==> config.mk <==
export PLATFORM = sky130hd
export DESIGN_NAME = imu_gesture_tap_shake_flip_detector_flat
export DESIGN_NICKNAME = d
export VERILOG_FILES = /design/src/rtl/igd_pkg.sv /design/src/rtl/igd_if.sv /design/src/rtl/imu_gesture_tap_shake_flip_detector.sv /design/src/rtl/igd_lane.sv /design/src/rtl/igd_datapath.sv /design/src/rtl/igd_ctrl.sv /design/src/flat_wrapper.sv
export SDC_FILE = /design/constraint.sdc
export NUM_CORES = 2
export LEC_CHECK = 0
export BUFFER_PORTS_ARGS = -buffer_cell sky130_fd_sc_hd__buf_2
export CAP_MARGIN = 30
export CORE_MARGIN = 8
export CORE_UTILIZATION = 50
export CTS_BUF_LIST = sky130_fd_sc_hd__clkbuf_8
export DETAILED_ROUTE_END_ITERATION = 10
export PLACE_DENSITY = 0.73
export RECOVER_POWER = 25
export SLEW_MARGIN = 30
export SYNTH_ARGS = -nofsm -noshare
export SYNTH_HDL_FRONTEND = slang
export SYNTH_SLANG_ARGS = --single-unit
==> constraint.sdc <==
create_clock -name clock -period 12.1 [get_ports clock]
set_clock_uncertainty 0.2 [all_clocks]
set_input_delay 3.63 -clock clock [delete_from_list [all_inputs] [get_ports clock]]
set_output_delay 3.63 -clock clock [all_outputs]
set_load 0.02 [all_outputs]
==> src/rtl/igd_pkg.sv <==
// Shared types and constants for the accelerometer gesture detector.
// No dependencies; used by the interfaces and every module under rtl.
package igd_pkg;

   localparam int AccelW   = 16;
   localparam int TimeW    = 32;
   localparam int GestW    = 3;
   localparam int CsrIdxW  = 3;
   localparam int CsrDataW = 32;

   localparam logic [GestW-1:0] GEST_NONE   = 3'd0;
   localparam logic [GestW-1:0] GEST_TAP    = 3'd1;
   localparam logic [GestW-1:0] GEST_DOUBLE = 3'd2;
   localparam logic [GestW-1:0] GEST_FLIP   = 3'd3;
   localparam logic [GestW-1:0] GEST_SHAKE  = 3'd4;

   localparam logic [CsrIdxW-1:0] REG_TAP_THRESHOLD   = 3'd0;
   localparam logic [CsrIdxW-1:0] REG_SHAKE_THRESHOLD = 3'd1;
   localparam logic [CsrIdxW-1:0] REG_SHAKE_DURATION  = 3'd2;
   localparam logic [CsrIdxW-1:0] REG_FLIP_PITCH      = 3'd3;
   localparam logic [CsrIdxW-1:0] REG_DOUBLE_TAP_GAP  = 3'd4;

   localparam logic [15:0] RST_TAP_THRESHOLD   = 16'd2000;
   localparam logic [15:0] RST_SHAKE_THRESHOLD = 16'd1500;
   localparam logic [31:0] RST_SHAKE_DURATION  = 32'd500;
   localparam logic [15:0] RST_FLIP_PITCH      = 16'd90;
   localparam logic [31:0] RST_DOUBLE_TAP_GAP  = 32'd300;

   localparam logic [1:0] PHASE_IDLE  = 2'd0;
   localparam logic [1:0] PHASE_SPIKE = 2'd1;
   localparam logic [1:0] PHASE_WAIT  = 2'd2;

   localparam logic [17:0] SETTLE_MG = 18'd1200;

   localparam logic [12:0] ANGLE_SCALE = 13'd5730;
   localparam logic [6:0]  KEEP_PCT    = 7'd98;
   localparam logic [1:0]  BLEND_PCT   = 2'd2;
   localparam logic [23:0] RECIP_100   = 24'd10737419;
   localparam int          RecipShift  = 30;

   localparam int QuotW    = 28;
   localparam int RemW     = 17;
   localparam int DivSteps = QuotW;
   localparam int CntW     = 5;

   typedef struct packed {
      logic load;
      logic div_start;
      logic div_step;
      logic scale;
      logic mult;
      logic commit;
      logic finish;
   } igd_cmd_type;

   typedef struct packed {
      logic upd_en;
      logic out_free;
   } igd_status_type;

endpackage

==> src/rtl/igd_if.sv <==
// Handshake channels of the gesture detector: request, response and csr.
// Depends on igd_pkg.
interface igd_req_if;
   import igd_pkg::*;
   logic                     valid;
   logic                     ready;
   logic                     mode;
   logic signed [AccelW-1:0] accel_x;
   logic signed [AccelW-1:0] accel_y;
   logic signed [AccelW-1:0] accel_z;
   logic [TimeW-1:0]         timestamp;
   modport source (output valid, mode, accel_x, accel_y, accel_z, timestamp, input ready);
   modport sink   (input valid, mode, accel_x, accel_y, accel_z, timestamp, output ready);
endinterface

interface igd_rsp_if;
   import igd_pkg::*;
   logic                     valid;
   logic                     ready;
   logic [GestW-1:0]         gesture;
   logic signed [AccelW-1:0] pitch;
   logic signed [AccelW-1:0] roll;
   modport source (output valid, gesture, pitch, roll, input ready);
   modport sink   (input valid, gesture, pitch, roll, output ready);
endinterface

interface igd_csr_if;
   import igd_pkg::*;
   logic                valid;
   logic                ready;
   logic [CsrIdxW-1:0]  index;
   logic [CsrDataW-1:0] data;
   modport source (output valid, index, data, input ready);
   modport sink   (input valid, index, data, output ready);
endinterface

==> src/rtl/imu_gesture_tap_shake_flip_detector.sv <==
// Accelerometer tap, double tap, flip and shake detector with pitch/roll
// estimate. Depends on igd_pkg, igd_if, igd_ctrl and igd_datapath.
//
// Channels: req_if takes one word per sample (mode, accel_x/y/z, timestamp);
// mode 1 clears tap and shake tracking. rsp_if returns exactly one word per
// request: gesture code and the pitch and roll estimates after that request.
// csr_if writes the five threshold registers by index; it is always ready,
// and the user is to write it only while the detector is idle; the block
// itself does not enforce this. Sequence: a sample with nonzero z passes
// from acceptance through the start state, the 28-step serial restoring
// divider that runs for pitch and roll in parallel, and the blend and
// gesture stages to the response register. A clear command or a sample
// with zero z goes from idle straight to the final stage.
// One request at a time: req_if.ready is high only while idle.
// The response register holds a finished word while the receiver stalls;
// the next request is accepted and processed meanwhile, and waits in its
// final stage until the response register is free.
// Reset: synchronous, active high; thresholds return to defaults, tracking
// and estimates to zero, no response pending.
module imu_gesture_tap_shake_flip_detector (
   input  logic      clock,
   input  logic      reset,
   igd_req_if.sink   req_if,
   igd_rsp_if.source rsp_if,
   igd_csr_if.sink   csr_if
);
   import igd_pkg::*;

   igd_cmd_type    cmd;
   igd_status_type status;

   igd_ctrl u_ctrl (
      .clock,
      .reset,
      .req_valid (req_if.valid),
      .req_ready (req_if.ready),
      .status,
      .cmd
   );

   igd_datapath u_datapath (
      .clock,
      .reset,
      .cmd,
      .status,
      .req_if,
      .rsp_if,
      .csr_if
   );
endmodule

==> src/rtl/igd_lane.sv <==
// One orientation axis: serial restoring divider for v*5730/z and the
// complementary filter blend. Depends on igd_pkg.
module igd_lane (
   input  logic                          clock,
   input  logic                          reset,
   input  igd_pkg::igd_cmd_type          cmd,
   input  logic signed [igd_pkg::AccelW-1:0] num,
   input  logic signed [igd_pkg::AccelW-1:0] den,
   output logic signed [igd_pkg::AccelW-1:0] est
);
   import igd_pkg::*;

   logic [RemW+QuotW-1:0] rq_ff, rq_in;
   logic [AccelW-1:0]     d_ff;
   logic                  neg_ff;
   logic [22:0]           a1_ff;
   logic [16:0]           a2_ff;
   logic                  s1_ff, s2_ff;
   logic [16:0]           q1_ff, q2_ff;
   logic signed [AccelW-1:0] est_ff, est_in;

   logic [AccelW-1:0]     num_abs, den_abs, est_abs, ang_abs;
   logic [QuotW-1:0]      prod;
   logic [RemW+QuotW-1:0] sh;
   logic [RemW-1:0]       rem;
   logic [AccelW-1:0]     angle;
   logic [46:0]           p1;
   logic [40:0]           p2;
   logic [16:0]           v1, v2, sum;

   always_comb begin
      num_abs = num[AccelW-1] ? AccelW'(-num) : AccelW'(num);
      den_abs = den[AccelW-1] ? AccelW'(-den) : AccelW'(den);
      prod    = QuotW'(num_abs) * QuotW'(ANGLE_SCALE);
      sh      = {rq_ff[RemW+QuotW-2:0], 1'b0};
      rem     = sh[RemW+QuotW-1:QuotW];
      if (rem >= {1'b0, d_ff}) begin
         sh[RemW+QuotW-1:QuotW] = rem - {1'b0, d_ff};
         sh[0] = 1'b1;
      end
      rq_in = rq_ff;
      if (cmd.div_start) begin
         rq_in = {{RemW{1'b0}}, prod};
      end else if (cmd.div_step) begin
         rq_in = sh;
      end
      angle   = neg_ff ? AccelW'(~rq_ff[AccelW-1:0] + 1'b1) : rq_ff[AccelW-1:0];
      est_abs = est_ff[AccelW-1] ? AccelW'(-est_ff) : AccelW'(est_ff);
      ang_abs = angle[AccelW-1] ? AccelW'(-angle) : angle;
      p1      = 47'(a1_ff) * 47'(RECIP_100);
      p2      = 41'(a2_ff) * 41'(RECIP_100);
      v1      = s1_ff ? 17'(-q1_ff) : q1_ff;
      v2      = s2_ff ? 17'(-q2_ff) : q2_ff;
      sum     = v1 + v2;
      est_in  = cmd.commit ? sum[AccelW-1:0] : est_ff;
   end

   always_ff @(posedge clock) begin
      rq_ff <= rq_in;
      if (cmd.div_start) begin
         d_ff   <= den_abs;
         neg_ff <= num[AccelW-1] ^ den[AccelW-1];
      end
      if (cmd.scale) begin
         a1_ff <= 23'(est_abs) * 23'(KEEP_PCT);
         s1_ff <= est_ff[AccelW-1];
         a2_ff <= 17'(ang_abs) * 17'(BLEND_PCT);
         s2_ff <= angle[AccelW-1];
      end
      if (cmd.mult) begin
         q1_ff <= 17'(p1 >> RecipShift);
         q2_ff <= 17'(p2 >> RecipShift);
      end
   end

   always_ff @(posedge clock) begin
      if (reset) begin
         est_ff <= '0;
      end else begin
         est_ff <= est_in;
      end
   end

   assign est = est_ff;
endmodule

==> src/rtl/igd_datapath.sv <==
// Datapath: sample capture, csr registers, two orientation lanes, tap and
// shake tracking and the response register. Depends on igd_pkg, igd_if, igd_lane.
module igd_datapath (
   input  logic                     clock,
   input  logic                     reset,
   input  igd_pkg::igd_cmd_type     cmd,
   output igd_pkg::igd_status_type  status,
   igd_req_if.sink                  req_if,
   igd_rsp_if.source                rsp_if,
   igd_csr_if.sink                  csr_if
);
   import igd_pkg::*;

   logic                     mode_ff;
   logic signed [AccelW-1:0] x_ff, y_ff, z_ff;
   logic [TimeW-1:0]         t_ff;

   logic [15:0] tap_thr_ff, shake_thr_ff, flip_thr_ff;
   logic [31:0] shake_dur_ff, gap_ff;

   logic [1:0]       phase_ff, phase_in;
   logic [TimeW-1:0] mark_ff, mark_in;
   logic             shaking_ff, shaking_in;
   logic [TimeW-1:0] sbt_ff, sbt_in;
   logic             rsp_valid_ff;
   logic [GestW-1:0] gest_ff, gest_in;
   logic signed [AccelW-1:0] pitch, roll;
   logic signed [AccelW-1:0] pitch_ff, roll_ff;

   logic [AccelW-1:0] ax, ay, az, mx;
   logic [17:0]       mag, rest;
   logic [TimeW-1:0]  el_shake, el_tap;

   igd_lane u_pitch (.clock, .reset, .cmd, .num(y_ff), .den(z_ff), .est(pitch));
   igd_lane u_roll  (.clock, .reset, .cmd, .num(x_ff), .den(z_ff), .est(roll));

   assign csr_if.ready    = 1'b1;
   assign status.upd_en   = !req_if.mode && (req_if.accel_z != '0);
   assign status.out_free = !rsp_valid_ff || rsp_if.ready;

   always_ff @(posedge clock) begin
      if (cmd.load) begin
         mode_ff <= req_if.mode;
         x_ff    <= req_if.accel_x;
         y_ff    <= req_if.accel_y;
         z_ff    <= req_if.accel_z;
         t_ff    <= req_if.timestamp;
      end
      if (cmd.finish) begin
         gest_ff  <= gest_in;
         pitch_ff <= pitch;
         roll_ff  <= roll;
      end
   end

   always_ff @(posedge clock) begin
      if (reset) begin
         tap_thr_ff   <= RST_TAP_THRESHOLD;
         shake_thr_ff <= RST_SHAKE_THRESHOLD;
         shake_dur_ff <= RST_SHAKE_DURATION;
         flip_thr_ff  <= RST_FLIP_PITCH;
         gap_ff       <= RST_DOUBLE_TAP_GAP;
      end else if (csr_if.valid) begin
         unique case (csr_if.index)
            REG_TAP_THRESHOLD:   tap_thr_ff   <= csr_if.data[15:0];
            REG_SHAKE_THRESHOLD: shake_thr_ff <= csr_if.data[15:0];
            REG_SHAKE_DURATION:  shake_dur_ff <= csr_if.data;
            REG_FLIP_PITCH:      flip_thr_ff  <= csr_if.data[15:0];
            REG_DOUBLE_TAP_GAP:  gap_ff       <= csr_if.data;
            default: ;
         endcase
      end
   end

   always_comb begin
      ax = x_ff[AccelW-1] ? AccelW'(-x_ff) : AccelW'(x_ff);
      ay = y_ff[AccelW-1] ? AccelW'(-y_ff) : AccelW'(y_ff);
      az = z_ff[AccelW-1] ? AccelW'(-z_ff) : AccelW'(z_ff);
      mx = (ax > ay) ? ((ax > az) ? ax : az) : ((ay > az) ? ay : az);
      rest = 18'(ax) + 18'(ay) + 18'(az) - 18'(mx);
      mag  = 18'(mx) + (rest >> 2);
      el_shake = t_ff - sbt_ff;
      el_tap   = t_ff - mark_ff;

      gest_in    = GEST_NONE;
      phase_in   = phase_ff;
      mark_in    = mark_ff;
      shaking_in = shaking_ff;
      sbt_in     = sbt_ff;

      if (mode_ff) begin
         phase_in   = PHASE_IDLE;
         mark_in    = '0;
         shaking_in = 1'b0;
      end else begin
         if (ax > shake_thr_ff) begin
            if (!shaking_ff) begin
               shaking_in = 1'b1;
               sbt_in     = t_ff;
            end else if (el_shake > shake_dur_ff) begin
               gest_in    = GEST_SHAKE;
               shaking_in = 1'b0;
               phase_in   = PHASE_IDLE;
            end
         end else begin
            shaking_in = 1'b0;
         end

         case (phase_in)
            PHASE_SPIKE: begin
               if (mag < SETTLE_MG) begin
                  phase_in = PHASE_WAIT;
                  mark_in  = t_ff;
               end
            end
            PHASE_WAIT: begin
               if (mag > 18'(tap_thr_ff)) begin
                  gest_in  = (el_tap < gap_ff) ? GEST_DOUBLE : GEST_TAP;
                  phase_in = PHASE_IDLE;
               end else if (el_tap > gap_ff) begin
                  gest_in  = GEST_TAP;
                  phase_in = PHASE_IDLE;
               end
            end
            default: begin
               if ($signed(pitch) > $signed(flip_thr_ff)) begin
                  gest_in = GEST_FLIP;
               end
               phase_in = PHASE_IDLE;
               if (mag > 18'(tap_thr_ff)) begin
                  phase_in = PHASE_SPIKE;
                  mark_in  = t_ff;
               end
            end
         endcase
      end
   end

   always_ff @(posedge clock) begin
      if (reset) begin
         phase_ff     <= PHASE_IDLE;
         mark_ff      <= '0;
         shaking_ff   <= 1'b0;
         sbt_ff       <= '0;
         rsp_valid_ff <= 1'b0;
      end else begin
         if (cmd.finish) begin
            phase_ff   <= phase_in;
            mark_ff    <= mark_in;
            shaking_ff <= shaking_in;
            sbt_ff     <= sbt_in;
         end
         if (cmd.finish) begin
            rsp_valid_ff <= 1'b1;
         end else if (rsp_if.ready) begin
            rsp_valid_ff <= 1'b0;
         end
      end
   end

   assign rsp_if.valid   = rsp_valid_ff;
   assign rsp_if.gesture = gest_ff;
   assign rsp_if.pitch   = pitch_ff;
   assign rsp_if.roll    = roll_ff;
endmodule

==> src/rtl/igd_ctrl.sv <==
// Controller state machine: sequences capture, division, blend and gesture
// evaluation. Depends on igd_pkg.
module igd_ctrl (
   input  logic                     clock,
   input  logic                     reset,
   input  logic                     req_valid,
   output logic                     req_ready,
   input  igd_pkg::igd_status_type  status,
   output igd_pkg::igd_cmd_type     cmd
);
   import igd_pkg::*;

   typedef enum logic [6:0] {
      ST_IDLE   = 7'b0000001,
      ST_START  = 7'b0000010,
      ST_DIV    = 7'b0000100,
      ST_SCALE  = 7'b0001000,
      ST_MULT   = 7'b0010000,
      ST_COMMIT = 7'b0100000,
      ST_FINISH = 7'b1000000
   } state_type;

   state_type         state_ff, state_in;
   logic [CntW-1:0]   cnt_ff, cnt_in;

   always_comb begin
      state_in  = state_ff;
      cnt_in    = cnt_ff;
      cmd       = '0;
      req_ready = 1'b0;
      unique case (state_ff)
         ST_IDLE: begin
            req_ready = 1'b1;
            if (req_valid) begin
               cmd.load = 1'b1;
               state_in = status.upd_en ? ST_START : ST_FINISH;
            end
         end
         ST_START: begin
            cmd.div_start = 1'b1;
            cnt_in   = '0;
            state_in = ST_DIV;
         end
         ST_DIV: begin
            cmd.div_step = 1'b1;
            cnt_in = cnt_ff + 1'b1;
            if (cnt_ff == CntW'(DivSteps - 1)) begin
               state_in = ST_SCALE;
            end
         end
         ST_SCALE: begin
            cmd.scale = 1'b1;
            state_in  = ST_MULT;
         end
         ST_MULT: begin
            cmd.mult = 1'b1;
            state_in = ST_COMMIT;
         end
         ST_COMMIT: begin
            cmd.commit = 1'b1;
            state_in   = ST_FINISH;
         end
         ST_FINISH: begin
            if (status.out_free) begin
               cmd.finish = 1'b1;
               state_in   = ST_IDLE;
            end
         end
         default: state_in = ST_IDLE;
      endcase
   end

   always_ff @(posedge clock) begin
      if (reset) begin
         state_ff <= ST_IDLE;
         cnt_ff   <= '0;
      end else begin
         state_ff <= state_in;
         cnt_ff   <= cnt_in;
      end
   end
endmodule

==> src/flat_wrapper.sv <==
// flat-port wrapper written by rule: the top's interface ports become plain ports
module imu_gesture_tap_shake_flip_detector_flat import igd_pkg::*;
  (clock, reset, req_if_valid, req_if_mode, req_if_accel_x, req_if_accel_y, req_if_accel_z, req_if_timestamp, req_if_ready, rsp_if_valid, rsp_if_gesture, rsp_if_pitch, rsp_if_roll, rsp_if_ready, csr_if_valid, csr_if_index, csr_if_data, csr_if_ready);
  igd_req_if req_if_i ();
  igd_rsp_if rsp_if_i ();
  igd_csr_if csr_if_i ();
  input  logic clock;
  input  logic reset;
  input wire logic [$bits(req_if_i.valid)-1:0] req_if_valid;
  input wire logic [$bits(req_if_i.mode)-1:0] req_if_mode;
  input wire logic [$bits(req_if_i.accel_x)-1:0] req_if_accel_x;
  input wire logic [$bits(req_if_i.accel_y)-1:0] req_if_accel_y;
  input wire logic [$bits(req_if_i.accel_z)-1:0] req_if_accel_z;
  input wire logic [$bits(req_if_i.timestamp)-1:0] req_if_timestamp;
  output wire logic [$bits(req_if_i.ready)-1:0] req_if_ready;
  output wire logic [$bits(rsp_if_i.valid)-1:0] rsp_if_valid;
  output wire logic [$bits(rsp_if_i.gesture)-1:0] rsp_if_gesture;
  output wire logic [$bits(rsp_if_i.pitch)-1:0] rsp_if_pitch;
  output wire logic [$bits(rsp_if_i.roll)-1:0] rsp_if_roll;
  input wire logic [$bits(rsp_if_i.ready)-1:0] rsp_if_ready;
  input wire logic [$bits(csr_if_i.valid)-1:0] csr_if_valid;
  input wire logic [$bits(csr_if_i.index)-1:0] csr_if_index;
  input wire logic [$bits(csr_if_i.data)-1:0] csr_if_data;
  output wire logic [$bits(csr_if_i.ready)-1:0] csr_if_ready;
  assign req_if_i.valid = req_if_valid;
  assign req_if_i.mode = req_if_mode;
  assign req_if_i.accel_x = req_if_accel_x;
  assign req_if_i.accel_y = req_if_accel_y;
  assign req_if_i.accel_z = req_if_accel_z;
  assign req_if_i.timestamp = req_if_timestamp;
  assign req_if_ready = req_if_i.ready;
  assign rsp_if_valid = rsp_if_i.valid;
  assign rsp_if_gesture = rsp_if_i.gesture;
  assign rsp_if_pitch = rsp_if_i.pitch;
  assign rsp_if_roll = rsp_if_i.roll;
  assign rsp_if_i.ready = rsp_if_ready;
  assign csr_if_i.valid = csr_if_valid;
  assign csr_if_i.index = csr_if_index;
  assign csr_if_i.data = csr_if_data;
  assign csr_if_ready = csr_if_i.ready;
  imu_gesture_tap_shake_flip_detector u_core (.clock(clock), .reset(reset), .req_if(req_if_i), .rsp_if(rsp_if_i), .csr_if(csr_if_i));
endmodule
Word level (Yosys, flattened, before mapping)
Cells that the tools add are included.
{"block": "word_totals", "ff_bits": 580, "latchBits": 0, "mem_bits_rw": 0, "rom_bits": 0, "in_bits": 121, "out_inout_bits": 38, "elab_cells": 198, "memories": 0}
{"block": "classes", "add_sub_neg": 24, "multipliers": 8, "n_div": 0, "magnitude_cmp": 12, "n_eq_ne": 19, "shift": 0, "n_mux": 68, "bitwise": 6, "reduce_logical": 18}
{"cell": "16-bit 2-to-1 mux", "count": 16}
{"cell": "16-bit negator", "count": 9}
{"cell": "28-bit 2-to-1 mux", "count": 4}
{"cell": "32-bit 2-to-1 mux", "count": 3}
{"cell": "22-bit by 24-bit multiplier with 45-bit output, second input constant", "count": 2}
{"cell": "16-bit greater-than comparator", "count": 5}
{"cell": "16-bit by 24-bit multiplier with 40-bit output, second input constant", "count": 2}
{"cell": "32-bit greater-than comparator", "count": 2}
{"cell": "32-bit one-hot mux with 2 select lines", "count": 1}
{"cell": "32-bit subtractor", "count": 2}
{"cell": "16-bit by 12-bit multiplier with 27-bit output, second input constant", "count": 2}
{"cell": "7-bit one-hot mux with 7 select lines", "count": 1}
{"cell": "16-bit by 6-bit multiplier with 22-bit output, second input constant", "count": 2}
{"cell": "16-bit by 16-bit adder with 17-bit output", "count": 2}
{"cell": "17-bit by 16-bit greater-or-equal comparator with 1-bit output", "count": 2}
{"cell": "16-bit by 1-bit adder with 16-bit output, second input constant", "count": 2}
{"cell": "16-bit adder", "count": 2}
{"cell": "32-bit less-than comparator", "count": 1}
{"cell": "11-bit negator with 16-bit output", "count": 2}
{"cell": "16-bit NOT", "count": 2}
{"cell": "16-bit subtractor", "count": 2}
{"cell": "15-bit 2-to-1 mux", "count": 2}
{"cell": "7-bit 2-to-1 mux", "count": 4}
{"cell": "1-bit 2-to-1 mux", "count": 19}
{"cell": "38 further kinds", "count": 64}

Logic depth before layout (Yosys ltp)
{"block": "depth", "ltp_word": 11, "ltp_mapped": 58, "ltp_nobuf": 57}

Worst setup path before layout
No wires, ideal clock.
{"block": "synth_timing", "kind": "flip-flop to flip-flop", "start": "register u_core.u_datapath.y_ff[5]", "end": "register u_core.u_datapath.gest_ff[2] (netlist: u_core.u_datapath.rsp_if.gesture[2]) (data pin)", "setup_ns": 0.203, "t_arrival_ns": 11.596, "t_required_ns": 11.697, "path_slack_ns": 0.101, "path_stages_with_launch": 49, "path_buffers": 2, "period_less_slack_ns": 11.999, "path_cell_list": "edfxtp_1 -> or4_1 -> or3_1 -> or3_1 -> nor4bb_1 -> inv_1 -> ha_1 -> nand4_1 -> nor2_1 -> o31ai_1 -> a31o_2 -> clkbuf_1 -> inv_1 -> clkbuf_1 -> o211ai_1 -> and2_1 -> fa_1 -> inv_1 -> [13 not listed] -> a21o_1 -> a21oi_1 -> o21ai_0 -> a21oi_1 -> o21bai_1 -> xor2_1 -> ha_1 -> o21ai_0 -> o22ai_1 -> a311oi_1 -> o311ai_4 -> ha_1 -> nand2_1 -> or4_1 -> o31ai_2 -> o2111ai_4 -> a211o_1 -> a2111oi_1"}
{"block": "synth_between", "elab_chain_len": 10, "elab_cells_between_ends": 13, "classes_between": "5 x add/sub; 3 x order compare; 5 x mux"}
{"item": "start: declaration", "line_no": "igd_datapath.sv:15", "source": "logic signed [AccelW-1:0] x_ff, y_ff, z_ff;"}
{"item": "start signal: assignment", "line_no": "igd_datapath.sv:45", "source": "y_ff <= req_if.accel_y;"}
{"item": "16-bit negator", "line_no": "igd_datapath.sv:77", "source": "ay = y_ff[AccelW-1] ? AccelW'(-y_ff) : AccelW'(y_ff);"}
{"item": "16-bit 2-to-1 mux *", "line_no": "igd_datapath.sv:77"}
{"item": "branches (longest 4 deep; another with 17-bit by 16-bit adder with 18-bit output)"}
{"item": "16-bit by 16-bit adder with 17-bit output *", "line_no": "igd_datapath.sv:81", "source": "mag = 18'(mx) + (rest >> 2);"}
{"item": "17-bit by 16-bit greater-than comparator with 1-bit output *", "line_no": "igd_datapath.sv:117", "source": "if (mag > 18'(tap_thr_ff)) begin"}
{"item": "3-bit 2-to-1 mux *", "line_no": "igd_datapath.sv:117"}
{"item": "3-bit one-hot mux with 2 select lines *", "line_no": "igd_datapath.sv:109", "source": "case (phase_in)"}
{"item": "end signal: assignment", "line_no": "igd_datapath.sv:50", "source": "gest_ff <= gest_in;"}
{"item": "end: declaration", "line_no": "igd_datapath.sv:26", "source": "logic [GestW-1:0] gest_ff, gest_in;"}
Every way passes the cells marked *.
A chain may end at the register's enable or synchronous reset.

Final worst setup path
{"block": "layout_timing", "start": "register u_core.u_datapath.y_ff[5]", "end": "register u_core.u_datapath.phase_ff[0]"}
{"block": "layout_between", "elab_chain_len": 11, "elab_cells_between_ends": 17, "classes_between": "5 x add/sub; 4 x order compare; 8 x mux"}
{"item": "16-bit negator", "line_no": "igd_datapath.sv:77"}
{"item": "16-bit 2-to-1 mux *", "line_no": "igd_datapath.sv:77"}
{"item": "branches (longest 4 deep; another with 17-bit by 16-bit adder with 18-bit output)"}
{"item": "16-bit by 16-bit adder with 17-bit output *", "line_no": "igd_datapath.sv:81"}
{"item": "17-bit by 16-bit greater-than comparator with 1-bit output or 17-bit by 11-bit less-than comparator with 1-bit output (tied branches)", "line_no": "igd_datapath.sv:117, igd_datapath.sv:130, igd_datapath.sv:111"}
{"item": "1-bit 2-to-1 mux, or another cell as far along", "line_no": "igd_datapath.sv:130", "source": "if (mag > 18'(tap_thr_ff)) begin"}
{"item": "2-bit one-hot mux with 2 select lines *", "line_no": "igd_datapath.sv:109"}
{"item": "2-bit 2-to-1 mux *", "line_no": "igd_datapath.sv:91", "source": "if (mode_ff) begin"}
{"item": "end signal: assignment", "line_no": "igd_datapath.sv:148", "source": "phase_ff <= phase_in;"}
{"item": "end: declaration", "line_no": "igd_datapath.sv:21", "source": "logic [1:0] phase_ff, phase_in;"}
Marks and branches as above.

==> run_results.csv <==
group,metric,value,unit
synthesis,synth_top_area_frac,0.2469,
setup_path,cp_common_cell,"nand2b_1",
setup_path,critPathSlowestCell,"or4_4",
layout,drive_above_1_share,0.06451,
timing,worst_pin_slew,4.649,ns
run,cap_violations,5,
route,route.detailed.wl_per_inst,18.40,µm
clocking,cts-hold-fix-buffers,0,
layout,final_net_count,9864,
global_routing,use_met3,0.03229,
place,io_buffers,157,
power_and_ir_drop,power,21.17,mW
synthesis,syn-instance-count,7339,
power_and_ir_drop,peakVddDrop,0.9484,mV
setup_path,worst-endpoint-required,12.63,ns
global_routing,grt_use_met2,0.3820,
timing,fmax,86.06,MHz
layout,areaGrowthSynthToFinish,8.034,%
synthesis,ys_seq_area_frac,0.2068,
setup_path,critPathMaxFanout,7,
setup_path,rr_worst_depth,50,
global_routing,busiest_layer,"met2",
setup_path,critPathArrivalTime,12.15,ns
setup_path,critPathLaunchType,"flip-flop",
synthesis,synth_area_leaders,"ha_1, fa_1, edfxtp_1, inv_1, dfxtp_1",
clocking,clkTransAtPathRegs,0.06,ns
die,die_h,394.7,µm
global_routing,track_usage,0.2231,
synthesis,synth_nets,9632,
clocking,insertion_delay,0.84,ns
timing,drv_slew,259,
timing,slew_headroom,-2.099,
route,drc,0,
timing,fin_crit,11.62,ns
route,dr.pass1.iters,5,
place,dp_worst_setup_slack,-0.1450,ns
synthesis,synth_top_area_cell,"ha_1",
synthesis,synthDistinctLibCells,106,
power_and_ir_drop,p_per_area,273.3,nW/µm²
global_routing,overflow,0,
route,num_vias,51640,
clocking,htreeDepth,3,
global_routing,grt_max_degree,110,
setup_path,r2r_start,"u_core.u_datapath.y_ff[5]",
outcome,violations,"capacitance limit, slew limit",
timing,period_share,0.9603,
synthesis,syn_area,71720,µm²
setup_path,reg2reg_slack,0.48,ns
setup_path,end_kind,"flip-flop",
power_and_ir_drop,p_leak,37.86,nW
clocking,clkSinkCount,580,
worst_hold_path,hold_class,"flip-flop to flip-flop",
setup_path,r2r_end,"u_core.u_datapath.phase_ff[0]",
die,initial_core_util,0.5017,
layout,num-fill-cells,12660,
clocking,cts_tree,"yes",
timing,finalSetupViolCount,0,
timing,hold_viol,0,
timing,whs,0.2533,ns
setup_path,critPathLaunch,"u_core.u_datapath.y_ff[5]",
route,via_per_inst,5.399,
synthesis,async_reset_ff_frac,0,
clocking,cts_buffer_depth,3,
synthesis,synth-edff-count,322,
die,dieArea,155800,µm²
die,pin_count,159,
layout,multi_input_area,50820,µm²
route,postRouteAntennaNets,0,
global_routing,grt_first_pass_wirelength,282700,µm
synthesis,ys_ff_latch,580,
timing,setup_ws,0.4798,ns
outcome,status,"finished, violations left",
worst_hold_path,holdPathStages,2,
place,routabilityCongestion,0.9577,
place,place_hpwl,145900,µm
global_routing,antenna_found_initial,7,
die,num_rows,139,
layout,layout.area.seq,14830,µm²
die,die_w,394.7,µm
clocking,cts_buffers,100,
synthesis,synthFlopType,"edfxtp_1",
route,totalWireLength,176000,µm
route,drtIter0Drc,3287,
setup_path,cpPeakStageDelay,0.57,ns
clocking,cts-root-buf,"clkbuf_8",
synthesis,avgSynthCellArea,9.772,µm²
setup_path,worstSetupEndpoint,"u_core.u_datapath.phase_ff[0]",
synthesis,yosysWarnings,0,
global_routing,grt_pass1_vias,53940,
global_routing,use_met1,0.2907,
die,core,143000,µm²
setup_path,path_class,"flip-flop to flip-flop",
## cell type report
cell class              count  area share
multi-input cells        5074      0.6559
inverters                1563     0.07572
flip-flops and latches    580      0.1915
diodes                      4   0.0001292
clock inverters            78    0.007347
clock buffers             111     0.01972
well taps                1903     0.03073
repair buffers            252     0.01901
## registers in the layout (all words and copies together) (netlist names), 22 cells and up
register                         count
u_core.u_datapath.gap_ff            32
u_core.u_datapath.mark_ff           32
u_core.u_datapath.sbt_ff            32
u_core.u_datapath.shake_dur_ff      32
u_core.u_datapath.t_ff              32
u_core.u_datapath.u_pitch.a1_ff     22
u_core.u_datapath.u_pitch.rq_ff     44
u_core.u_datapath.u_roll.a1_ff      22
u_core.u_datapath.u_roll.rq_ff      44
## worst min path at each step
stage | start | slack, ns | endpoint
after floorplan | u_core.u_datapath.u_pitch.rq_ff[43] | 0.23 | u_core.u_datapath.u_pitch.rq_ff[43]
after global placement | u_core.u_datapath.flip_thr_ff[12] | 0.24 | u_core.u_datapath.flip_thr_ff[12]
after detailed placement | u_core.u_datapath.flip_thr_ff[8] | 0.25 | u_core.u_datapath.flip_thr_ff[8]
after CTS | u_core.u_datapath.flip_thr_ff[8] | 0.25 | u_core.u_datapath.flip_thr_ff[8]
after global routing | u_core.u_datapath.tap_thr_ff[5] | 0.27 | u_core.u_datapath.tap_thr_ff[5]
final | u_core.u_datapath.gap_ff[17] | 0.25 | u_core.u_datapath.gap_ff[17]
## synthesized netlist by cell type (all sizes together) (61+ instances only)
cell type,count
o21bai,68
nand3,79
nand2b,61
edfxtp,322
ha,1415
o21ai,246
fa,757
clkbuf,113
xor2,127
dfxtp,258
nor3,77
nor2b,69
xnor2,290
inv,1560
a21o,83
a21oi,358
nand2,493
nor2,299
## power breakdown
group / total [mW] / switching (mW) / internal, mW
Combinational: 17.0 / 9.58 / 7.39
Clock: 1.91 / 0.934 / 0.973
Sequential: 2.29 / 0.0930 / 2.20
## routing by layer
metal / routed length (µm) / part of all wire
met1: 75980 / 0.43
met4: 5576 / 0.032
met3: 9535 / 0.054
met5: 31 / 0.00018
met2: 84860 / 0.48
## worst max-delay path: cells and delay by family (launching register included)
family / cells / cell delay [ns]
AO/OA/AOI/OAI: 23 / 4.43
XOR/XNOR: 3 / 0.38
adder cells (fa/ha/maj): 6 / 2.03
buffers and inverters: 4 / 0.44
flip-flops: 1 / 0.44
AND/OR/NAND/NOR: 14 / 3.59
## cell usage in the layout (no fill, tap or decap), drive strengths merged, types with 69 or more instances in the layout
cell / netlist / layout
inv: 1560 / 1585
ha: 1415 / 1415
fa: 757 / 757
nand2: 493 / 493
a21oi: 358 / 358
edfxtp: 322 / 322
nor2: 299 / 299
xnor2: 290 / 290
dfxtp: 258 / 258
o21ai: 246 / 246
buf: 11 / 236
xor2: 127 / 127
clkbuf: 113 / 127
a21o: 83 / 83
nand3: 79 / 79
nor3: 77 / 77
nor2b: 69 / 69
## cells by family after synthesis
logic type / after synthesis / synth area share
fa+ha+maj: 2173 / 0.4583
buf+inv: 1687 / 0.08871
simple gates: 1311 / 0.08615
compound gates: 1128 / 0.1028
flops: 580 / 0.2068
xor+xnor: 417 / 0.05113
mux: 42 / 0.005984
other cells: 1 / 0.00005229
## timing repair
| action | CTS | global route |
|---|---|---|
| endpoints found under the hold margin | 0 | 0 |
| setup buffers | 0 | 13 |
| cloned | 1 | 1 |
| gates resized for setup | 3 | 45 |
| setup endpoints to repair | 34 | 37 |
| pin swaps | 0 | 14 |
## stage by stage
step / cell area [µm²] / std cells / setup TNS, ns / util
after global placement: 75050 / 9356 / 0 / 0.5250
after global routing: 77480 / 9563 / -0.7994 / 0.5419
after CTS: 77200 / 9546 / 0 / 0.5400
after floorplan: 71720 / 7339 / 0 / -
final: 77480 / 9565 / 0 / 0.5420
after detailed placement: 75080 / 9356 / -4.305 / 0.5252
No activity file was read; power rests on OpenSTA's default activity.
